[config.mk]
export PLATFORM = sky130hd
export DESIGN_NAME = avsc_back
export DESIGN_NICKNAME = d
export VERILOG_FILES = /design/src/rtl/avsc_pkg.sv /design/src/rtl/avsc_back.sv
export SDC_FILE = /design/constraint.sdc
export NUM_CORES = 2
export LEC_CHECK = 0
export ABC_AREA = 1
export BUFFER_PORTS_ARGS = -buffer_cell sky130_fd_sc_hd__buf_2
export CELL_PAD_IN_SITES_DETAIL_PLACEMENT = 0
export CELL_PAD_IN_SITES_GLOBAL_PLACEMENT = 1
export CORE_ASPECT_RATIO = 1.25
export CORE_MARGIN = 10
export CORE_UTILIZATION = 40
export DETAILED_ROUTE_END_ITERATION = 8
export HOLD_SLACK_MARGIN = 0.02
export PLACE_DENSITY_LB_ADDON = 0.1
export SYNTH_ARGS = -nofsm -noshare
export SYNTH_HDL_FRONTEND = slang
export SYNTH_SLANG_ARGS = --single-unit
[constraint.sdc]
create_clock -name i_clk -period 6.9 [get_ports i_clk]
set_clock_uncertainty 0.15 [all_clocks]
set_input_delay 0.69 -clock i_clk [delete_from_list [all_inputs] [get_ports i_clk]]
set_output_delay 0.69 -clock i_clk [all_outputs]
set_load 0.02 [all_outputs]
[src/rtl/avsc_pkg.sv]
package avsc_pkg;

    localparam int COORD_W      = 12;
    localparam int CFG_W        = 13;
    localparam int ANG_W        = 12;
    localparam int OUT_W        = 17;
    localparam int SQ_IN_W      = 60;
    localparam int SQ_STEPS     = 30;
    localparam int REM_W        = 33;
    localparam int CORDIC_STEPS = 20;
    localparam int CX_W         = 37;
    localparam int Z_W          = 25;
    localparam int PHI_W        = 27;
    localparam int Q_W          = 17;

    // angles in 2^-16 degree
    localparam logic signed [PHI_W-1:0] DEG90  = 27'sd5898240;
    localparam logic signed [PHI_W-1:0] DEG180 = 27'sd11796480;
    localparam logic signed [PHI_W-1:0] DEG270 = 27'sd17694720;

    // angles in 1/256 degree
    localparam logic [Q_W-1:0] TURN_Q = 17'd92160;
    localparam logic [Q_W-1:0] HALF_Q = 17'd46080;

    // floor(2^29 / 45)
    localparam logic [23:0] RECIP45 = 24'd11930464;
    localparam logic [OUT_W-1:0] SAT_LIM = 17'd65536;

    typedef enum logic [2:0] {
        CFG_OUT_WIDTH   = 3'd0,
        CFG_OUT_HEIGHT  = 3'd1,
        CFG_PANO_WIDTH  = 3'd2,
        CFG_PANO_HEIGHT = 3'd3,
        CFG_FOV_ANGLE   = 3'd4,
        CFG_BLIND_ANGLE = 3'd5,
        CFG_LOOK_DOWN   = 3'd6
    } t_cfg_idx;

    typedef struct packed {
        logic ro_zero;
        logic inring;
        logic dxneg;
        logic dypos;
        logic axz;
        logic ayz;
    } t_flags;

    function automatic logic [22:0] atan_step(input int unsigned k);
        logic [22:0] v;
        case (k)
            0:       v = 23'd2949120;
            1:       v = 23'd1740967;
            2:       v = 23'd919879;
            3:       v = 23'd466945;
            4:       v = 23'd234379;
            5:       v = 23'd117304;
            6:       v = 23'd58666;
            7:       v = 23'd29335;
            8:       v = 23'd14668;
            9:       v = 23'd7334;
            10:      v = 23'd3667;
            11:      v = 23'd1833;
            12:      v = 23'd917;
            13:      v = 23'd458;
            14:      v = 23'd229;
            15:      v = 23'd115;
            16:      v = 23'd57;
            17:      v = 23'd29;
            18:      v = 23'd14;
            19:      v = 23'd7;
            default: v = 23'd0;
        endcase
        return v;
    endfunction

endpackage

[src/rtl/avsc_back.sv]
module avsc_back (
    input  logic                              i_clk,
    input  logic                              i_rst_n,
    input  logic                              i_vld,
    input  avsc_pkg::t_flags                  i_flags,
    input  logic [avsc_pkg::Q_W-1:0]          i_q,
    input  logic signed [avsc_pkg::PHI_W-1:0] i_phi,
    input  logic [avsc_pkg::CFG_W-1:0]        i_pano_width,
    input  logic [avsc_pkg::CFG_W-1:0]        i_pano_height,
    input  logic [avsc_pkg::ANG_W-1:0]        i_blind_angle,
    input  logic                              i_look_down,
    output logic                              o_done,
    output logic                              o_valid_res,
    output logic [avsc_pkg::OUT_W-1:0]        o_src_x,
    output logic [avsc_pkg::OUT_W-1:0]        o_src_y
);
    import avsc_pkg::*;

    logic [4:0] r_vld;
    logic [4:0] r_inr;

    logic [Q_W-1:0]          n_t, n_tm;
    logic [Q_W-1:0]          r1_tm;
    logic                    r1_up;
    logic signed [PHI_W-1:0] r1_phi;

    logic signed [PHI_W-1:0] n_tmd, n_el, n_az, n_nx, n_ny;
    logic [24:0]             r2_nx;
    logic [23:0]             r2_ny;

    logic [37:0]             r3_vx;
    logic [36:0]             r3_vy;

    logic [41:0]             w_sx;
    logic [40:0]             w_sy;
    logic [22:0]             r4_xx, r4_yy;

    logic [22:0]             r5_xx, r5_yy;
    logic [46:0]             r5_mx, r5_my;

    logic [17:0]             w_q0x, w_q0y, w_qx, w_qy;
    logic [23:0]             w_rx, w_ry;

    // theta in 1/256 degree, folded into one turn
    always_comb begin
        n_t  = i_flags.ro_zero ? {1'b0, i_blind_angle, 4'b0} : i_q;
        n_tm = (n_t >= TURN_Q) ? (n_t - TURN_Q) : n_t;
    end

    always_comb begin
        n_tmd = $signed({2'b0, r1_tm, 8'b0});
        if (r1_up) begin
            n_el = DEG90 - n_tmd;
            n_az = r1_phi;
        end else begin
            n_el = n_tmd - DEG270;
            n_az = (r1_phi > 0) ? (r1_phi - DEG180) : (r1_phi + DEG180);
        end
        if (i_look_down) begin
            n_nx = DEG180 + n_az;
            n_ny = DEG90 + n_el;
        end else begin
            n_nx = DEG180 - n_az;
            n_ny = DEG90 - n_el;
        end
    end

    // add half the divisor, then drop its power-of-two part
    assign w_sx = {r3_vx, 4'b0} + 42'd11796480;
    assign w_sy = {r3_vy, 4'b0} + 41'd5898240;

    // reciprocal estimate is low by at most one; fix it with one compare
    always_comb begin
        w_q0x = r5_mx[46:29];
        w_q0y = r5_my[46:29];
        w_rx  = {1'b0, r5_xx} - ({6'b0, w_q0x} * 24'd45);
        w_ry  = {1'b0, r5_yy} - ({6'b0, w_q0y} * 24'd45);
        w_qx  = w_q0x + {17'b0, (w_rx >= 24'd45)};
        w_qy  = w_q0y + {17'b0, (w_ry >= 24'd45)};
    end

    always_ff @(posedge i_clk) begin
        if (!i_rst_n) begin
            r_vld  <= '0;
            o_done <= 1'b0;
        end else begin
            r_vld  <= {r_vld[3:0], i_vld};
            o_done <= r_vld[4];
        end
    end

    always_ff @(posedge i_clk) begin
        r_inr  <= {r_inr[3:0], i_flags.inring};
        r1_tm  <= n_tm;
        r1_up  <= (n_tm <= HALF_Q);
        r1_phi <= i_phi;

        r2_nx <= n_nx[24:0];
        r2_ny <= n_ny[23:0];

        r3_vx <= 38'(i_pano_width) * 38'(r2_nx);
        r3_vy <= 37'(i_pano_height) * 37'(r2_ny);

        r4_xx <= w_sx[41:19];
        r4_yy <= w_sy[40:18];

        r5_xx <= r4_xx;
        r5_yy <= r4_yy;
        r5_mx <= 47'(r4_xx) * 47'(RECIP45);
        r5_my <= 47'(r4_yy) * 47'(RECIP45);

        o_valid_res <= r_inr[4];
        if (!r_inr[4]) begin
            o_src_x <= '0;
            o_src_y <= '0;
        end else begin
            o_src_x <= (w_qx > 18'(SAT_LIM)) ? SAT_LIM : w_qx[OUT_W-1:0];
            o_src_y <= (w_qy > 18'(SAT_LIM)) ? SAT_LIM : w_qy[OUT_W-1:0];
        end
    end

`ifndef ASSERT_OFF
    a_rst_quiet: assert property (@(posedge i_clk) !i_rst_n |=> !o_done)
        else $error("result strobe after reset");
    a_inv_zero: assert property (@(posedge i_clk) disable iff (!i_rst_n)
        o_done && !o_valid_res |-> o_src_x == '0 && o_src_y == '0)
        else $error("nonzero coordinate on pixel outside ring");
    a_sat: assert property (@(posedge i_clk) disable iff (!i_rst_n)
        o_done |-> o_src_x <= SAT_LIM && o_src_y <= SAT_LIM)
        else $error("coordinate above saturation limit");
    a_recip: assert property (@(posedge i_clk) disable iff (!i_rst_n)
        r_vld[4] |-> w_rx < 24'd90 && w_ry < 24'd90)
        else $error("reciprocal quotient off by more than one");
`endif

endmodule

==> impl_summary.md <==
Run status
The flow ran to the end, and the final reports show no timing, DRC or antenna violations.

Worst setup path
The startpoint of the worst register-to-register path is r4_xx[16]. The slack of the worst reg-to-reg path is 0.78 ns. Along the worst path, the maximum fanout reaches 4.

The length in cells of the worst reg-to-reg path is 18. The nature of the critical path startpoint is a register. The worst endpoint data arrival time is 6.51 ns. In this run the critical register-to-register path is captured at r5_mx[46]. The launch point of the worst path is r4_xx[16]. The worst setup path is captured at a register. The data required time of the worst path is 7.28 ns.

The kind of critical path is register to register.

Detailed routing
Detailed routing inserted a total of 38000 vias. The pre-antenna-repair detailed-routing pass consisted of 5 iterations. The per-cell via count in the routed design is 4.75. Summed over all layers, the routed wires come to ~140000 um. The number of design-rule violations left by the first detailed-router iteration is 1323.

In this run the remaining antenna-violating nets after routing total 0. In the routed design, unresolved DRC markers number 0. The per-cell routed wire length is roughly 17 um.

Yosys
In the synthesized netlist the async set-or-reset flop fraction comes to 0. For this run, the leading register cell type out of synthesis is sky130_fd_sc_hd__dfxtp_1. The count of distinct cell types in the synthesized netlist is 58. The most instantiated library cell after synthesis is sky130_fd_sc_hd__inv_1. The synthesized netlist occupies a cell area of between 40000 and 50000 um^2.

Counting every instance in the synthesized netlist gives 6239. The fraction of post-synthesis cell area in the top cell type by area is 0.322. The post-synth net total is between 7000 and 8000. Yosys attributes the largest share of cell area to sky130_fd_sc_hd__fa_1, sky130_fd_sc_hd__ha_1, sky130_fd_sc_hd__inv_1. Synthesis inferred 307 register bits. The cell taking the most area after synthesis is sky130_fd_sc_hd__fa_1. Ranked by instance count, the synthesized netlist is headed by sky130_fd_sc_hd__inv_1, sky130_fd_sc_hd__nand2_1, sky130_fd_sc_hd__fa_1, sky130_fd_sc_hd__ha_1, sky130_fd_sc_hd__nor2_1. The Yosys step of the flow raised 0 warnings.

A synthesized cell averages roughly 8 um^2. Yosys mapped a number of flops with a built-in enable equal to 0. Of the synthesized area, sequential elements account for 0.124.

Timing
The worst-margin pin slew is 0.912 ns. Setup repair after global routing left no endpoint under its margin. The final-report max-slew violation count is 0. The fmax is 163 MHz. The sum of negative setup slack is 0 ns.

The headroom to the max-slew limit is 0.388. The time the final worst path needs with I/O delays and setup is between 6 and 7 ns. The total count of hold-check failures in the final report came to 0. Setup violations remaining at the end of the flow were counted as 0. The final cycle utilization of the critical path is 0.887.

Finish
The antenna diode count is 0. Compared with the post-synthesis result, the final layout area differs by 8.27%. In the final layout, the share of cells above drive strength 1 is 0.0439. The count of nets after finishing is 7837.

Job
The tool flagged a number of max-cap violations equal to 0.

CTS
The root buffer cell chosen for the clock tree is sky130_fd_sc_hd__clkbuf_16. The clock drives 307 sinks. The clock tree from TritonCTS is done. At the later pin of the worst-skew pair, clock insertion delay measures around 0.65 ns. The H-tree was split into 2 levels. The CTS clock-pin slew for the worst setup and hold paths is 0.06 ns. The total clock buffers created by CTS is between 40 and 50. Buffers added to address setup during post-CTS repair amount to 0.

The largest buffer count on any clock path is 3.

Global route
The first global-routing pass estimated ~220000 um of wire. Across every metal layer, demand over resource in global routing totals 0.201. The number of antenna violations at the first check in global routing is 3. The number of global-route vias before repair is just over 40000. The maximum number of pins on one net before global-route repair is 30. The final global-route overflow total is 0.

Die
The die width is 335 um. From bottom edge to top edge, the die measures 413 um. The floorplan has 144 rows. The number of top-level design ports is 128. The core region is 123000 um^2. The area of the die is 138000 um^2.

For this configuration, the core starts out at a cell density of 0.402.

Hold path
The classification of the worst-slack hold path is input port to register. For hold timing, the worst endpoint is r_vld[0]. In this run the most critical hold path is launched from i_vld. The worst hold path depth is 3.

Placed design
Input and output buffers added on the ports amount to 123. The weighted congestion at the end of routability-driven global placement is 0.899. The HPWL after detailed placement is 118000 um.
## cell usage in the layout (no fill, tap or decap), types with 26 or more instances in the layout
cell type and instances:
sky130_fd_sc_hd__nor2_1 358, sky130_fd_sc_hd__nand4_1 68, sky130_fd_sc_hd__o21ai_0 142, sky130_fd_sc_hd__dlygate4sd3_1 28
sky130_fd_sc_hd__a31oi_1 26, sky130_fd_sc_hd__dfxtp_1 307, sky130_fd_sc_hd__inv_1 1687, sky130_fd_sc_hd__nor3_1 45
sky130_fd_sc_hd__buf_2 123, sky130_fd_sc_hd__a21oi_1 205, sky130_fd_sc_hd__buf_4 27, sky130_fd_sc_hd__xor2_1 157
sky130_fd_sc_hd__nand2_1 1298, sky130_fd_sc_hd__xnor2_1 64, sky130_fd_sc_hd__ha_1 606, sky130_fd_sc_hd__clkbuf_16 42
sky130_fd_sc_hd__nand3_1 163, sky130_fd_sc_hd__fa_1 797
## worst max path at each step
stage / to / slack [ns] / depth (start not counted)
after CTS: o_src_y[10] / 0.68 / 28
after detailed placement: o_src_y[13] / 0.70 / 28
after global routing: o_src_y[11] / 0.22 / 28
after global placement: o_src_y[13] / 0.68 / 28
final: r5_mx[46] / 0.78 / 18
after floorplan: r3_vx[37] / 1.38 / 20
## cell families after synthesis
kind of cell / after synthesis / share of synthesized area
flip-flops: 307 / 0.124
XOR/XNOR: 221 / 0.0391
buffers and inverters: 1810 / 0.138
AND/OR/NAND/NOR: 2014 / 0.168
AO/OA/AOI/OAI: 482 / 0.0548
adder cells (fa/ha/maj): 1405 / 0.476
## sequential cells by signal (all words and copies together), names as in the netlist, 18 cells and up
name,flops
r1_phi,27
r2_nx,25
r3_vx,24
r3_vy,24
r4_xx,23
r4_yy,23
r5_mx,18
r5_my,18
r5_xx,23
r5_yy,23
## per-stage QoR
stage | util | instance area (um^2) | hold slack, ns | cells | worst slack [ns]
6_report | 0.435 | 53600 | 0.112 | 7982 | 0.776
5_1_grt | 0.435 | 53600 | 0.104 | 7982 | 0.221
4_1_cts | 0.435 | 53600 | 0.0605 | 7982 | 0.675
3_5_place_dp | 0.421 | 51800 | 0.169 | 7876 | 0.696
3_3_place_gp | 0.421 | 51800 | 0.168 | 7876 | 0.683
2_1_floorplan | - | 49500 | 0.160 | 6239 | 1.38
## cell type report
type                            instances  area, um^2
Timing Repair Buffer                  178        1100
Clock inverter                         29         393
Tap cell                             1606        2010
Clock buffer                           49        1100
Sequential cell                       307        6150
Fill cell                           12800       69500
Multi-Input combinational cell       4122       36500
Inverter                             1691        6350
## metal layers
| metal | vias up | GRT usage | part of all wire |
|---|---|---|---|
| met5 | - | 0 | 0.00020 |
| met4 | 4 | 0.0614 | 0.030 |
| met3 | 206 | 0.0165 | 0.023 |
| met2 | 510 | 0.393 | 0.54 |
| met1 | 18500 | 0.229 | 0.41 |
| li1 | 18800 | - | - |
## worst max-delay path: stages, from the launching register on
cell	delay, ns
sky130_fd_sc_hd__dfxtp_1	0.57
sky130_fd_sc_hd__ha_1	0.35
sky130_fd_sc_hd__inv_1	0.17
sky130_fd_sc_hd__fa_1	0.56
sky130_fd_sc_hd__inv_1	0.05
sky130_fd_sc_hd__fa_1	0.48
sky130_fd_sc_hd__inv_1	0.07
sky130_fd_sc_hd__fa_1	0.49
sky130_fd_sc_hd__fa_1	0.54
sky130_fd_sc_hd__inv_1	0.05
sky130_fd_sc_hd__fa_1	0.48
sky130_fd_sc_hd__ha_1	0.36
sky130_fd_sc_hd__nand2_1	0.12
sky130_fd_sc_hd__nor2_1	0.20
sky130_fd_sc_hd__nand2_1	0.13
sky130_fd_sc_hd__nor4_1	0.68
sky130_fd_sc_hd__nand3_1	0.22
sky130_fd_sc_hd__o2111ai_1	0.17
sky130_fd_sc_hd__xor2_1	0.20
## timing repair
item / CTS / global route
gates resized for setup: 0 / 0
endpoints found under the hold margin: 28 / 0
hold buffers: 28 / 0
Power is left out: the tool's default activity adds up to more than one toggle a clock period on the data nets, which glitch-free logic cannot reach.
