**src/rtl/avsc_pkg.sv**
```systemverilog
package avsc_pkg;

    localparam int COORD_W      = 12;
    localparam int CFG_W        = 13;
    localparam int ANG_W        = 12;
    localparam int OUT_W        = 17;
    localparam int SQ_IN_W      = 60;
    localparam int SQ_STEPS     = 30;
    localparam int REM_W        = 33;
    localparam int CORDIC_STEPS = 20;
    localparam int CX_W         = 37;
    localparam int Z_W          = 25;
    localparam int PHI_W        = 27;
    localparam int Q_W          = 17;

    // angles in 2^-16 degree
    localparam logic signed [PHI_W-1:0] DEG90  = 27'sd5898240;
    localparam logic signed [PHI_W-1:0] DEG180 = 27'sd11796480;
    localparam logic signed [PHI_W-1:0] DEG270 = 27'sd17694720;

    // angles in 1/256 degree
    localparam logic [Q_W-1:0] TURN_Q = 17'd92160;
    localparam logic [Q_W-1:0] HALF_Q = 17'd46080;

    // floor(2^29 / 45)
    localparam logic [23:0] RECIP45 = 24'd11930464;
    localparam logic [OUT_W-1:0] SAT_LIM = 17'd65536;

    typedef enum logic [2:0] {
        CFG_OUT_WIDTH   = 3'd0,
        CFG_OUT_HEIGHT  = 3'd1,
        CFG_PANO_WIDTH  = 3'd2,
        CFG_PANO_HEIGHT = 3'd3,
        CFG_FOV_ANGLE   = 3'd4,
        CFG_BLIND_ANGLE = 3'd5,
        CFG_LOOK_DOWN   = 3'd6
    } t_cfg_idx;

    typedef struct packed {
        logic ro_zero;
        logic inring;
        logic dxneg;
        logic dypos;
        logic axz;
        logic ayz;
    } t_flags;

    function automatic logic [22:0] atan_step(input int unsigned k);
        logic [22:0] v;
        case (k)
            0:       v = 23'd2949120;
            1:       v = 23'd1740967;
            2:       v = 23'd919879;
            3:       v = 23'd466945;
            4:       v = 23'd234379;
            5:       v = 23'd117304;
            6:       v = 23'd58666;
            7:       v = 23'd29335;
            8:       v = 23'd14668;
            9:       v = 23'd7334;
            10:      v = 23'd3667;
            11:      v = 23'd1833;
            12:      v = 23'd917;
            13:      v = 23'd458;
            14:      v = 23'd229;
            15:      v = 23'd115;
            16:      v = 23'd57;
            17:      v = 23'd29;
            18:      v = 23'd14;
            19:      v = 23'd7;
            default: v = 23'd0;
        endcase
        return v;
    endfunction

endpackage

```
**src/rtl/avsc_div.sv**
```systemverilog
module avsc_div (
    input  logic                            i_clk,
    input  logic                            i_rst_n,
    input  logic                            i_vld,
    input  avsc_pkg::t_flags                i_flags,
    input  logic [avsc_pkg::CFG_W-1:0]      i_ro,
    input  logic [avsc_pkg::SQ_STEPS-1:0]   i_root,
    input  logic signed [avsc_pkg::Z_W-1:0] i_z,
    output logic                            o_vld,
    output avsc_pkg::t_flags                o_flags,
    output logic [avsc_pkg::Q_W-1:0]        o_q,
    output logic signed [avsc_pkg::PHI_W-1:0] o_phi
);
    import avsc_pkg::*;

    logic                    w_vld [0:Q_W];
    t_flags                  w_flg [0:Q_W];
    logic [CFG_W-1:0]        w_ro  [0:Q_W];
    logic [CFG_W-1:0]        w_rem [0:Q_W];
    logic [Q_W-1:0]          w_s   [0:Q_W];
    logic [Q_W-1:0]          w_q   [0:Q_W];
    logic signed [PHI_W-1:0] w_phi [0:Q_W];

    logic signed [PHI_W-1:0] n_zx, n_a, n_phi;

    // restore the quadrant of the first-quadrant CORDIC angle
    always_comb begin
        n_zx = PHI_W'(i_z);
        if (n_zx < 0) begin
            n_a = '0;
        end else if (n_zx > DEG90) begin
            n_a = DEG90;
        end else begin
            n_a = n_zx;
        end
        if (i_flags.ayz) begin
            n_phi = i_flags.dxneg ? DEG180 : '0;
        end else if (i_flags.axz) begin
            n_phi = i_flags.dypos ? DEG90 : -DEG90;
        end else if (!i_flags.dxneg) begin
            n_phi = i_flags.dypos ? n_a : -n_a;
        end else begin
            n_phi = i_flags.dypos ? (DEG180 - n_a) : (n_a - DEG180);
        end
    end

    assign w_vld[0] = i_vld;
    assign w_flg[0] = i_flags;
    assign w_ro[0]  = i_ro;
    assign w_rem[0] = i_root[SQ_STEPS-1:Q_W];
    assign w_s[0]   = i_root[Q_W-1:0];
    assign w_q[0]   = '0;
    assign w_phi[0] = n_phi;

    // one quotient bit per stage
    for (genvar k = 0; k < Q_W; k++) begin : g_stage
        logic                    r_vld;
        t_flags                  r_flg;
        logic [CFG_W-1:0]        r_ro, r_rem;
        logic [Q_W-1:0]          r_s, r_q;
        logic signed [PHI_W-1:0] r_phi;

        logic [CFG_W:0]          n_r, n_d;
        logic                    n_ge;

        always_comb begin
            n_r  = {w_rem[k], w_s[k][Q_W-1]};
            n_d  = {1'b0, w_ro[k]};
            n_ge = (n_r >= n_d);
        end

        always_ff @(posedge i_clk) begin
            if (!i_rst_n) begin
                r_vld <= 1'b0;
            end else begin
                r_vld <= w_vld[k];
            end
        end

        always_ff @(posedge i_clk) begin
            r_flg <= w_flg[k];
            r_ro  <= w_ro[k];
            r_rem <= n_ge ? CFG_W'(n_r - n_d) : n_r[CFG_W-1:0];
            r_s   <= {w_s[k][Q_W-2:0], 1'b0};
            r_q   <= {w_q[k][Q_W-2:0], n_ge};
            r_phi <= w_phi[k];
        end

        assign w_vld[k+1] = r_vld;
        assign w_flg[k+1] = r_flg;
        assign w_ro[k+1]  = r_ro;
        assign w_rem[k+1] = r_rem;
        assign w_s[k+1]   = r_s;
        assign w_q[k+1]   = r_q;
        assign w_phi[k+1] = r_phi;
    end

    assign o_vld   = w_vld[Q_W];
    assign o_flags = w_flg[Q_W];
    assign o_q     = w_q[Q_W];
    assign o_phi   = w_phi[Q_W];

endmodule

```
**config.mk**
```make
export PLATFORM = sky130hd
export DESIGN_NAME = avsc_div
export DESIGN_NICKNAME = d
export VERILOG_FILES = /design/src/rtl/avsc_pkg.sv /design/src/rtl/avsc_div.sv
export SDC_FILE = /design/constraint.sdc
export NUM_CORES = 1
export LEC_CHECK = 0
export ABC_AREA = 1
export BUFFER_PORTS_ARGS = -buffer_cell sky130_fd_sc_hd__buf_4
export CORE_ASPECT_RATIO = 0.7
export CORE_MARGIN = 3
export CORE_UTILIZATION = 60
export CTS_CLUSTER_DIAMETER = 100
export CTS_CLUSTER_SIZE = 8
export DETAILED_ROUTE_END_ITERATION = 7
export GPL_ROUTABILITY_DRIVEN = 0
export HOLD_SLACK_MARGIN = 0.12
export PLACE_DENSITY = 0.76
export SETUP_SLACK_MARGIN = 0.3
export SLEW_MARGIN = 20
export SYNTH_ARGS = -nofsm -noshare
export SYNTH_HDL_FRONTEND = slang
export SYNTH_SLANG_ARGS = --single-unit
```
**constraint.sdc**
```tcl
create_clock -name i_clk -period 3.1 [get_ports i_clk]
set_input_delay 0.31 -clock i_clk [delete_from_list [all_inputs] [get_ports i_clk]]
set_output_delay 0.31 -clock i_clk [all_outputs]
set_load 0.005 [all_outputs]
```
==> results.py, run 1 <==
metrics = {
    "final_layout": {
        "num-fill-cells": 4198,
        "post-route-util": 0.7344,
        "drive_gt1_frac": 0.1101,
        "nNetsFinal": 4290,
        "area_growth_pct": 19.91,
        "design_area_sq_mm": 0.04684,
    },
    "setup_path": {
        "crit_chain": "dlygate4sd3_1 > buf_4 > ha_1 > a21oi_1 > o21ai_4 > a21oi_2 > o21ai_2 > a221oi_2 > o21ai_2 > buf_12 > nor2_1 > a21oi_1 > dlygate4sd3_1",
        "endpoint_kind": "register",
        "slowest_stage": "dlygate4sd3_1",
        "critPathTopFamily": "buffers and inverters",
        "required_ns": 3.71,
        "path_class": "in2reg",
        "reg2reg_slack_ns": 0.42,
        "worst-path-stages": 13,
        "max_stage_delay_ns": 0.57,
        "crit_fanout": 27,
        "worst-r2r-cell-count": 11,
        "r2r-end": "g_stage[3].r_rem[3]",
        "r2r-start": "g_stage[2].r_s[16]",
        "cp-endpoint": "g_stage[0].r_rem[7]",
        "worstSetupStartpointType": "input port",
        "setup.worst_path.start": "i_root[19]",
        "path_buf_inv": 4,
        "cp.arrival_ns": 3.41,
    },
    "clocking": {
        "clock_tree.buffer_depth": 3,
        "clk_root_buffer_cell": "clkbuf_16",
        "insertion_delay_ns": 0.73,
        "cts_max_level": 4,
        "cts_tree": "done",
        "clkTransAtPathRegs_ns": 0.05,
        "cts_inserted_buffers": 178,
        "cts.sinks": 1283,
    },
    "power_and_ir_drop": {
        "combPwrFrac": 0.260,
        "intPower_uw": 35250,
        "swShare": 0.3067,
        "clkPwrFrac": 0.329,
        "vdd_ir_drop_max_mv": 0.6299,
        "p_switching_uw": 15600,
        "p_leak_uw": 0.02162,
        "power_uw": 50850,
        "seq_power_share": 0.410,
        "p_per_area_mw_per_mm2": 1086,
    },
    "timing": {
        "tightest_slew_ns": 0.9420,
        "whs_ns": 0.1902,
        "rsz0062_at_grt": "yes",
        "maxSlewHeadroom": 0.3697,
        "setup_violations": 0,
        "post-route-min-period_ns": 2.800,
        "max_freq_mhz": 357.2,
        "final_max_slew_viol_count": 0,
        "final-hold-violation-count": 0,
        "fin_skew_ns": 0.03666,
        "finalCritPeriodShare": 0.9031,
        "tns_ns": 0,
    },
    "grt": {
        "use_met1": 0.2789,
        "use_met3": 0.04484,
        "antenna_found_initial": 4,
        "grtUsageTotal": 0.2108,
        "grt-busiest-layer": "met2",
        "grt_max_degree": 28,
        "use_met2": 0.3452,
        "globalRouteOverflowTotal": 0,
        "grt_pass1_vias": 24380,
        "grt_pass1_wl_um": 117900,
    },
    "routing": {
        "drc": 0,
        "dr.pass1.iters": 6,
        "drt_first_iter_violations": 1631,
        "avgViaCountPerCell": 4.985,
        "postRouteAntennaNets": 0,
        "wl_per_cell_um": 14.63,
        "wirelength_um": 71040,
        "num_vias": 24210,
    },
    "place": {
        "place_area_sq_mm": 0.04106,
        "io_buffers": 127,
        "dp_hpwl_um": 44230,
    },
    "outcome": {
        "status": "completed",
    },
    "synth": {
        "yosys.area.top_type_share": 0.6575,
        "synth_area_leaders": "dfxtp_1 66%, ha_1 7.2%, a21oi_1 5.3%",
        "synth_xor_area_frac": 0.03901,
        "syn_inst": 3598,
        "synthDistinctLibCells": 46,
        "synth_edf_count": 0,
        "synth_top_family_by_area": "compound AO/OA/AOI/OAI gates",
        "synth_common_cells": "1283 x dfxtp_1, 415 x a21oi_1, 400 x inv_1, 389 x nor2_1, 296 x nand2_1",
        "synth-simple-area-share": 0.08665,
        "yosys-mux-area-fraction": 0,
        "synth-seq-cells": 1283,
        "yosysMostFrequentCell": "dfxtp_1",
        "yosysSeqAreaShare": 0.6575,
        "async_reset_ff_frac": 0,
        "yosys.area.top_type": "dfxtp_1",
        "synth-adder-area-share": 0.08027,
        "netlist_area_sq_mm": 0.03906,
        "syn_nets": 3916,
        "ys.flop_type": "dfxtp_1",
        "avgSynthCellArea_sq_um": 10.86,
        "yosys_warnings": 0,
        "synth_compound_area_frac": 0.09206,
    },
    "die": {
        "die_w_um": 311.0,
        "io_pins": 128,
        "core_sq_mm": 0.06378,
        "die_area_sq_mm": 0.06825,
        "die_y_um": 219.5,
        "start_util": 0.6124,
        "rows": 77,
    },
    "min_path": {
        "hold_path.class": "in2reg",
    },
    "flow_run": {
        "maxCapViolations": 0,
    },
}
## cell usage in the layout (no fill, tap or decap), types with 7 or more instances in the layout
master         instances
a21o_1                16
a21oi_1              412
a221oi_1               7
a221oi_2               9
buf_4                149
clkbuf_16            179
clkinv_16             10
dfxtp_1             1283
dlygate4sd3_1         82
fa_1                  15
ha_1                 225
inv_1                400
nand2_1              296
nand3_1               51
nand4_1               39
nor2_1               388
nor2_2                 8
nor4_1                16
o21ai_0               94
o21ai_1               16
o21ai_2               46
xnor2_1               73
xor2_1               101
## layer usage
metal  part of all wire  up-vias
li1                   -    12340
met1               0.47    11080
met2               0.46      673
met3              0.058      114
met4              0.019        2
met5           0.000099        -
## final cells by class
cell class              count  area (sq um)  area share
diodes                      1         2.502  0.00005342
clock buffers             179          4479     0.09563
clock inverters            15         350.3    0.007479
inverters                 404          1519     0.03243
multi-input cells        1870         11700      0.2497
flip-flops and latches   1283         25680      0.5483
well taps                 869          1087     0.02321
repair buffers            235          2019     0.04311
## repair_timing
item | CTS | global route
buffers inserted | 0 | 7
endpoints found under the setup margin | 0 | 33
hold buffers | 82 | 0
hold endpoints to repair | 93 | 0
gates resized for setup | 0 | 17
## stage by stage
step / instances / worst slack (ns)
2_1_floorplan: 3598 / 0.8461
3_3_place_gp: 4571 / 0.5061
3_5_place_dp: 4571 / 0.3940
4_1_cts: 4847 / 0.3482
5_1_grt: 4856 / 0.1813
6_report: 4856 / 0.3003
## worst register-to-register path, stage by stage, from the launching register on
cell,delay [ns]
dfxtp_1,0.33
inv_1,0.05
ha_1,0.20
fa_1,0.43
o21ai_2,0.30
a21oi_2,0.14
o21ai_2,0.21
a221oi_1,0.17
o21ai_2,0.35
buf_12,0.20
nor2_1,0.05
a21oi_1,0.16
## power groups by stage
stage | Clock (uW) | Sequential [uW] | Combinational (uW)
floorplan | 0 | 20600 | 10100
global placement | 0 | 21100 | 12200
detailed placement | 0 | 21100 | 12600
CTS | 17100 | 20900 | 12900
global route | 17900 | 21100 | 14900
finish | 16800 | 20900 | 13200
## kinds of logic (layout without fill, tap and decap cells)
kind of cell	count (synthesis)	count (layout)
DFF	1283	1283
xor gates and xnor gates	174	174
adders and majority gates	241	241
and+or+nand+nor	821	821
other	0	1
buffers and inverters	446	833
AOI/OAI and AO/OA	633	634
## sequential cells by signal, summed over array words and instances, names as in the netlist, 17 cells and up
register	cells
g_stage.r_rem	208
o_phi	27
g_stage.r_q	136
o_q	17
g_stage.r_s	136
g_stage.r_phi	432
g_stage.r_flg	96
g_stage.r_ro	208
## how the worst min path moves through the flow
stage | startpoint | to | slack (ns) | cells past startpoint
6_report | i_z[23] | g_stage[0].r_phi[1] | 0.19 | 6
3_5_place_dp | g_stage[13].r_flg[3] | g_stage[14].r_flg[3] | 0.31 | 0
5_1_grt | i_root[15] | g_stage[0].r_s[16] | 0.19 | 2
3_3_place_gp | g_stage[2].r_q[2] | g_stage[3].r_q[3] | 0.31 | 0
2_1_floorplan | g_stage[9].r_flg[0] | g_stage[10].r_flg[0] | 0.31 | 0
4_1_cts | i_z[23] | g_stage[0].r_phi[17] | 0.13 | 6
No activity file was read; power rests on OpenSTA's default activity.
==> inputs of run 2 (changes only) <==
Settings changed: CELL_PAD_IN_SITES_DETAIL_PLACEMENT set to 0, CELL_PAD_IN_SITES_GLOBAL_PLACEMENT set to 1, CORE_UTILIZATION 60 to 49, PLACE_DENSITY 0.76 to 0.77.
==> results.py, run 2 (synthesis results as in run 1) <==
metrics = {
    "final_layout": {
        "final_common_cell": "dfxtp_1",
        "reg.largest.list": "g_stage.r_phi (432), g_stage.r_rem (208), g_stage.r_ro (208)",
        "largest_reg_flops": 432,
        "area_growth_pct": 20.88,
        "nNetsFinal": 4309,
        "drive_gt1_frac": 0.1126,
        "top_register": "g_stage.r_phi",
        "layout_common_cells": "1283 x dfxtp_1, 412 x a21oi_1, 400 x inv_1",
        "multi_input_area_sq_mm": 0.01171,
        "post-route-util": 0.6057,
        "num-fill-cells": 6304,
        "stdcell_count": 5050,
        "seq_area_sq_mm": 0.02568,
    },
    "setup_path": {
        "endpoint_kind": "register",
        "required_ns": 3.69,
        "crit_fanout": 26,
        "worstSetupStartpointType": "register",
        "path_class": "reg2reg",
        "cp.arrival_ns": 3.24,
    },
    "routing": {
        "postRouteAntennaNets": 0,
        "drt_first_iter_violations": 1309,
        "avgViaCountPerCell": 4.661,
        "wirelength_um": 69000,
        "drc": 0,
        "wl_per_cell_um": 13.66,
        "dr.pass1.iters": 5,
        "num_vias": 23540,
    },
    "power_and_ir_drop": {
        "clkPwrFrac": 0.329,
        "swShare": 0.3069,
        "combPwrFrac": 0.262,
        "seq_power_share": 0.409,
        "p_leak_uw": 0.02173,
        "power_uw": 50870,
        "intPower_uw": 35260,
        "p_switching_uw": 15610,
        "vdd_ir_drop_max_mv": 0.5854,
        "p_per_area_mw_per_mm2": 1077,
    },
    "clocking": {
        "cts_max_level": 4,
        "clkTransAtPathRegs_ns": 0.05,
        "cts_inserted_buffers": 178,
        "clk_root_buffer_cell": "clkbuf_16",
        "cts_setup_buffers": 0,
        "cts_tree": "done",
        "insertion_delay_ns": 0.74,
        "clock_tree.buffer_depth": 3,
        "cts.sinks": 1283,
    },
    "timing": {
        "rsz0062_at_grt": "no",
        "setup_violations": 0,
        "final_max_slew_viol_count": 0,
        "post-route-min-period_ns": 2.651,
        "max_freq_mhz": 377.2,
        "maxSlewHeadroom": 0.5603,
        "finalCritPeriodShare": 0.8552,
        "fin_skew_ns": 0.05199,
        "final-hold-violation-count": 0,
        "tns_ns": 0,
        "tightest_slew_ns": 0.6570,
    },
    "grt": {
        "antenna_found_initial": 4,
        "grt_pass1_wl_um": 115500,
        "globalRouteOverflowTotal": 0,
        "grt_max_degree": 28,
        "grtUsageTotal": 0.1698,
        "grt_pass1_vias": 23260,
    },
    "die": {
        "die_y_um": 242.2,
        "io_pins": 128,
        "die_w_um": 343.5,
        "die_area_sq_mm": 0.08319,
        "rows": 85,
        "start_util": 0.5011,
        "core_sq_mm": 0.07796,
    },
    "flow_run": {
        "maxCapViolations": 0,
    },
    "place": {
        "dp_hpwl_um": 47590,
        "dpl.cell_count": 4763,
        "io_buffers": 127,
    },
    "outcome": {
        "status": "completed",
    },
    "min_path": {
        "hold_path.class": "in2reg",
    },
}
## run 2: through the flow
stage	cell area (sq um)	setup WS [ns]	hold WS, ns
after floorplan	39060	0.8461	0.3096
after global placement	41370	0.4110	0.3097
after detailed placement	41370	0.2863	0.3121
after CTS	47170	0.3509	0.1218
after global routing	47220	0.2895	0.1595
final	47220	0.4488	0.2019
## run 2: area by class of cell
class                   count  share of cell area
multi-input cells        1870              0.2479
flip-flops and latches   1283              0.5439
repair buffers            254             0.04521
inverters                 404             0.03217
well taps                1044             0.02766
clock inverters            16            0.008744
clock buffers             178             0.09433
diodes                      1          0.00005300
## run 2: worst paths after layout
check                                   startpoint                  end  slack, ns  depth (start not counted)
worst max register to register  g_stage[1].r_ro[5]  g_stage[2].r_rem[3]       0.45                         11
worst min-delay path                    i_root[12]   g_stage[0].r_s[13]       0.20                          2
worst max-delay path            g_stage[1].r_ro[5]  g_stage[2].r_rem[3]       0.45                         11
worst min register to register   g_stage[9].r_q[4]   g_stage[10].r_q[5]       0.29                          0
## run 2: routing by layer
layer | vias up | global-route usage | share of wire
li1 | 12380 | - | -
met1 | 10560 | 0.2561 | 0.53
met2 | 496 | 0.2349 | 0.40
met3 | 100 | 0.04272 | 0.053
met4 | 2 | 0.05653 | 0.016
met5 | - | 0 | 0.00019
## run 2: power groups by stage
stage               logic, uW  registers (uW)  clock network [uW]
floorplan               10100           20600                   0
global placement        12900           21100                   0
detailed placement      12900           21100                   0
CTS                     13200           20900               17300
global route            15200           21100               18000
finish                  13300           20800               16700
## run 2: critical path: stages, from the launching register on
cell and delay [ns]:
dfxtp_1 0.38, inv_1 0.06, ha_1 0.38, a21oi_1 0.24
o21ai_0 0.13, a21oi_1 0.26, o21ai_2 0.11, a221oi_1 0.40
o21ai_2 0.09, buf_4 0.23, nor2_1 0.15, a21oi_1 0.07
## run 2: repair_timing
| item | 4_1_cts | 5_1_grt |
|---|---|---|
| hold buffers | 91 | 0 |
| cloned | 0 | 1 |
| endpoints found under the hold margin | 93 | 0 |
| pin swaps | 0 | 1 |
| gates resized for setup | 2 | 8 |
| endpoints found under the setup margin | 9 | 35 |
